File: src/design/tita_pkg.sv
package tita_pkg;

    localparam int ID_W             = 32;
    localparam int MAX_LEVELS       = 8;
    localparam int NUM_DIV          = MAX_LEVELS - 1;
    localparam int BITS_PER_STAGE   = 2;
    localparam int STAGES_PER_LEVEL = ID_W / BITS_PER_STAGE;
    localparam int LVL_W            = 3;
    localparam int CNT_W            = 4;
    localparam int IDX_W            = 4;

    // configuration register indexes
    localparam logic [IDX_W-1:0] REG_LEVEL_COUNT = 4'd0;
    localparam logic [IDX_W-1:0] REG_DIV_FIRST   = 4'd1;
    localparam logic [IDX_W-1:0] REG_DIV_LAST    = 4'd7;

    typedef logic [ID_W-1:0] word_t;

    // one item in flight: digits so far, running remainder, divider state
    typedef struct packed {
        word_t [NUM_DIV:1] dig;
        word_t             cur;
        word_t             quo;
        word_t             prem;
    } item_t;

endpackage

File: src/design/tita_ser.sv
module tita_ser
    import tita_pkg::*;
(
    input  logic             aclk,
    input  logic             aresetn,
    input  logic [CNT_W-1:0] n_eff,
    input  logic             in_valid,
    input  item_t            in_item,
    output logic             take,
    output logic             m_valid,
    input  logic             m_ready,
    output logic [LVL_W-1:0] m_level,
    output word_t            m_digit,
    output logic             m_last
);

    logic             busy_reg;
    logic             busy_next;
    logic [LVL_W-1:0] lvl_reg;
    logic [LVL_W-1:0] lvl_next;
    word_t [NUM_DIV:0] dig_reg;

    logic             beat;

    assign beat = busy_reg && m_ready;
    assign take = in_valid && (!busy_reg || (beat && lvl_reg == '0));

    // step down through the levels, load the next item on the last beat or when idle
    always_comb begin
        busy_next = busy_reg;
        lvl_next  = lvl_reg;
        if (take) begin
            busy_next = 1'b1;
            lvl_next  = LVL_W'(n_eff - 1'b1);
        end else if (beat) begin
            if (lvl_reg == '0) begin
                busy_next = 1'b0;
            end else begin
                lvl_next = lvl_reg - 1'b1;
            end
        end
    end

    always_ff @(posedge aclk) begin
        if (!aresetn) begin
            busy_reg <= 1'b0;
            lvl_reg  <= '0;
        end else begin
            busy_reg <= busy_next;
            lvl_reg  <= lvl_next;
        end
    end

    // hold the digits, level zero takes the final remainder
    always_ff @(posedge aclk) begin
        if (take) begin
            dig_reg <= {in_item.dig, in_item.cur};
        end
    end

    assign m_valid = busy_reg;
    assign m_level = lvl_reg;
    assign m_digit = dig_reg[lvl_reg];
    assign m_last  = (lvl_reg == '0);

endmodule

File: config.mk
export PLATFORM = sky130hd
export DESIGN_NAME = tita_ser
export DESIGN_NICKNAME = d
export VERILOG_FILES = /design/src/design/tita_pkg.sv /design/src/design/tita_ser.sv
export SDC_FILE = /design/constraint.sdc
export NUM_CORES = 1
export LEC_CHECK = 0
export ABC_AREA = 1
export BUFFER_PORTS_ARGS = -buffer_cell sky130_fd_sc_hd__buf_2
export CORE_UTILIZATION = 50
export DETAILED_ROUTE_END_ITERATION = 10
export PLACE_DENSITY = 0.78
export REMOVE_ABC_BUFFERS = 1
export SLEW_MARGIN = 20
export SYNTH_ARGS = -nofsm -noshare
export SYNTH_HDL_FRONTEND = slang
export SYNTH_SLANG_ARGS = --single-unit
File: constraint.sdc
create_clock -name aclk -period 7.7 [get_ports aclk]
set_input_delay 0 -clock aclk [delete_from_list [all_inputs] [get_ports aclk]]
set_output_delay 0 -clock aclk [all_outputs]
set_load 0.01 [all_outputs]
==> metrics.cfg, run 1 <==
[status]
status=aborted with a tool error
lastStage=4_1_cts
first-error=[ERROR RSZ-0060] Max buffer count reached.

[synth]
synth-xor-area-share_pct=0
yosysUniqueCellTypes=23
synth.area.top_cells=edfxtp_1 76%, nor2_1 6.1%, o21ai_0 5.8%
synth_edf_count=256
yosys.area_share.simple_pct=9.11
synth_top_family_by_area=compound AO/OA/AOI/OAI gates
yosys_most_used_dff=edfxtp_1
synth_fa_ha_area_share_pct=0.123
synth_area_um2=10100
synth_top_area_share_pct=75.8
synthArstFlopShare_pct=0
synth_compound_area_share_pct=10.9
synth_cells=761
synthMostInstantiatedCell=edfxtp_1
ys_seq_elements=260
synth_area_per_cell_um2=13.3
yosys-top-cells-count=256 x edfxtp_1, 165 x nor2_1, 118 x o21ai_0, 68 x nand2_1, 53 x o22ai_1
muxShareOfSynthArea_pct=0
seq_area_frac_synth_pct=76.5
yosysWarnings=0
yosysTopAreaCell=edfxtp_1

[cts]
hold_buffers=267
cts_buffers=27
cts_max_level=1
ctsResizeCount=0
cts.sinks=260
post_cts_buffers=0
cts_max_path_buffers=3
cts-root-buf=clkbuf_16

[placed_design]
dp_worst_setup_slack_ns=4.23
gp_congestion=0.785
io_buffers=300
hpwl_um=14000
dpl_cell_area_um2=11700

[floorplan]
ios=366
start_util_pct=51.6
die_y_um=144
placementRows=51
die_w_um=144

==> per-stage QoR <==
step | hold WS (ns) | cells | util, %
after global placement | 0.176 | 1284 | 59.7
after detailed placement | 0.178 | 1284 | 59.7
after floorplan | 0.0989 | 712 | -
==> cell families after synthesis <==
kind of cell | count (synthesis)
flip-flops | 260
AND/OR/NAND/NOR | 240
AO/OA/AOI/OAI | 202
buffers and inverters | 58
adder cells (fa/ha/maj) | 1
==> run 2, diff against run 1 <==
--- a/config.mk
+++ b/config.mk
@@ -7,9 +7,9 @@
 export LEC_CHECK = 0
 export ABC_AREA = 1
 export BUFFER_PORTS_ARGS = -buffer_cell sky130_fd_sc_hd__buf_2
-export CORE_UTILIZATION = 50
+export CORE_UTILIZATION = 35
 export DETAILED_ROUTE_END_ITERATION = 10
-export PLACE_DENSITY = 0.78
+export PLACE_DENSITY_LB_ADDON = 0.15
 export REMOVE_ABC_BUFFERS = 1
 export SLEW_MARGIN = 20
 export SYNTH_ARGS = -nofsm -noshare
==> run 2 against run 1 <==
Compared with the run above:
- the run now ends clean
- area after synthesis unchanged
- synthesized cell count unchanged
==> metrics.cfg, run 2 <==
[cts]
ctsResizeCount=0
cts.sinks=260
cts_max_path_buffers=3
post_cts_buffers=0
hold_buffers=265
cts_tree=done
cts_max_level=1
cts-root-buf=clkbuf_16
cts_buffers=29
clkTransAtPathRegs_ns=0.06
clkLatencyLatePin_ns=0.57

[placed_design]
place_inst=1398
io_buffers=300
gp_congestion=0.711
hpwl_um=15000
dpl_cell_area_um2=11900

[hold_path]
hold_path_class=primary input to flip-flop

[finish]
largest_register_ffs=256
mostFrequentLayoutCell=buf_2
final_nets=1646
finalNonFillerCells=1718
antenna_cells=0
area_growth_pct=52.8
layout-drive-gt1-share_pct=27.2
post-route-cell-area_um2=15500
finalCoreUtilization_pct=55.0
final_cell_mix=300 x buf_2, 265 x dlygate4sd3_1, 256 x edfxtp_1

[sta]
timing.hold.ws_ns=0.131
finalSetupViolations=0
slew_headroom_pct=32.9
fin_tns_setup_ns=0
rsz0062_at_grt=false
min_period_ns=3.98
fin_crit_sh_pct=51.7
final_hold_viol_count=0
worstMarginPinSlew_ns=1.01
max_freq_mhz=251
finClkSkew_ns=0.0322
slew_violations=0

[grt]
antenna_found_initial=0
grt_max_degree=96
first_global_vias=7974
grt_pass1_wl_um=41900
grt_use_total_pct=18.4
grt.overflow.total=0

[floorplan]
core_area_um2=28200
die_area_um2=29700
die_w_um=172
start_util_pct=36.0
die_y_um=172
placementRows=61
ios=366

[synth]
synth_edf_count=256
yosysWarnings=0
yosys_most_used_dff=edfxtp_1
yosysTopAreaCell=edfxtp_1
yosysUniqueCellTypes=23
ys_seq_elements=260
seq_area_frac_synth_pct=76.5
synth.area.top_cells=edfxtp_1 76%, nor2_1 6.1%, o21ai_0 5.8%
synth_area_per_cell_um2=13.3
synth_area_um2=10100
synthArstFlopShare_pct=0
synth_top_area_share_pct=75.8
yosys-top-cells-count=256 x edfxtp_1, 165 x nor2_1, 118 x o21ai_0, 68 x nand2_1, 53 x o22ai_1
synth_cells=761
synthMostInstantiatedCell=edfxtp_1

[critical_path]
crit_path_frequent_cell=nand2_2
cp_num_buf_inv=4
max_stage_delay_ns=0.91
reg2reg_slack_ns=3.89
crit_type=flip-flop to output pin
reg2reg_depth=11
worstPathArrival_ns=3.98
worstPathRequired_ns=7.70
start_kind=flip-flop
crit_path_max_fanout=95
path_cells=inv_4, nand3_2, nand2_2, nand2_2, inv_8, buf_4, buf_2
cp.depth=7
endpoint_kind=output pin
crit_end=take
r2r_end=m_level[2]
r2r-start=m_level[0]
startpoint=m_level[0]
cp_slowest_cell=buf_4
crit_family=buffers and inverters

[power_and_ir_drop]
ir_worst_vdd_uv=179
powerDensity_nw_per_um2=238
power.leakage_nw=6.14

[detailed_routing]
first_iter_violations=350
vias=7948
drc=0
ant_nets=0
wl_per_cell_um=16.1
viasPerCell=4.63
wl_um=27700
drt_pass1_iterations=5

[status]
status=completed

[run]
drv_cap=0

-- run 2: cell counts after synthesis --
Identical to the previous run, type by type.
-- run 2: where the power goes --
| part | internal (mW) | leakage (nW) | switching (mW) |
|---|---|---|---|
| Combinational | 0.274 | 3.19 | 0.337 |
| Sequential | 1.68 | 2.49 | 0.0483 |
| Clock | 0.792 | 0.458 | 0.552 |
-- run 2: worst register-to-register path: cells and delay by family, from the launching register on --
kind,cells,cell delay [ns]
compound gates,2,0.19
simple gates,4,0.33
flops,1,0.61
buf+inv,5,2.55
-- run 2: routing by layer --
metal	vias up	wire length, um	GRT usage [%]
met1	3721	11500	22.4
met3	46	1970	4.35
li1	3897	-	-
met4	0	657	4.96
met5	-	0	0
met2	284	13500	32.5
-- run 2: final cells by class --
class / count / area [um^2]
clock inverter: 20 / 188
fill: 2361 / 12700
clock buffer: 34 / 744
multi-input combinational: 443 / 2040
sequential: 260 / 7770
timing repair buffer: 574 / 4240
inverter: 9 / 43.8
tap: 378 / 473
-- run 2: through the flow --
step / setup slack, ns / total power [mW]
after floorplan: -0.957 / 2.04
after global placement: 4.07 / 2.25
after detailed placement: 4.08 / 2.25
after CTS: 3.65 / 3.71
after global routing: 3.39 / 3.86
final: 3.72 / 3.68
-- run 2: cells by family (layout without fill, tap and decap cells) --
logic type | after synthesis | in the layout | synth area share (%)
adder cells (fa/ha/maj) | 1 | 1 | 0.123
flip-flops | 260 | 260 | 76.5
AND/OR/NAND/NOR | 240 | 240 | 9.11
buffers and inverters | 58 | 637 | 3.37
AO/OA/AOI/OAI | 202 | 202 | 10.9
-- run 2: worst min path at each step --
stage | start | slack, ns | end | depth (start not counted)
5_1_grt | in_item[84] | 0.11 | dig_reg[20] | 2
3_3_place_gp | in_item[76] | 0.18 | dig_reg[12] | 1
6_report | n_eff[1] | 0.13 | m_level[1] | 6
4_1_cts | n_eff[1] | 0.10 | m_level[1] | 6
2_1_floorplan | in_item[64] | 0.1 | dig_reg[0] | 0
3_5_place_dp | in_item[84] | 0.18 | dig_reg[20] | 1
Power figures use the tool's default switching activity.
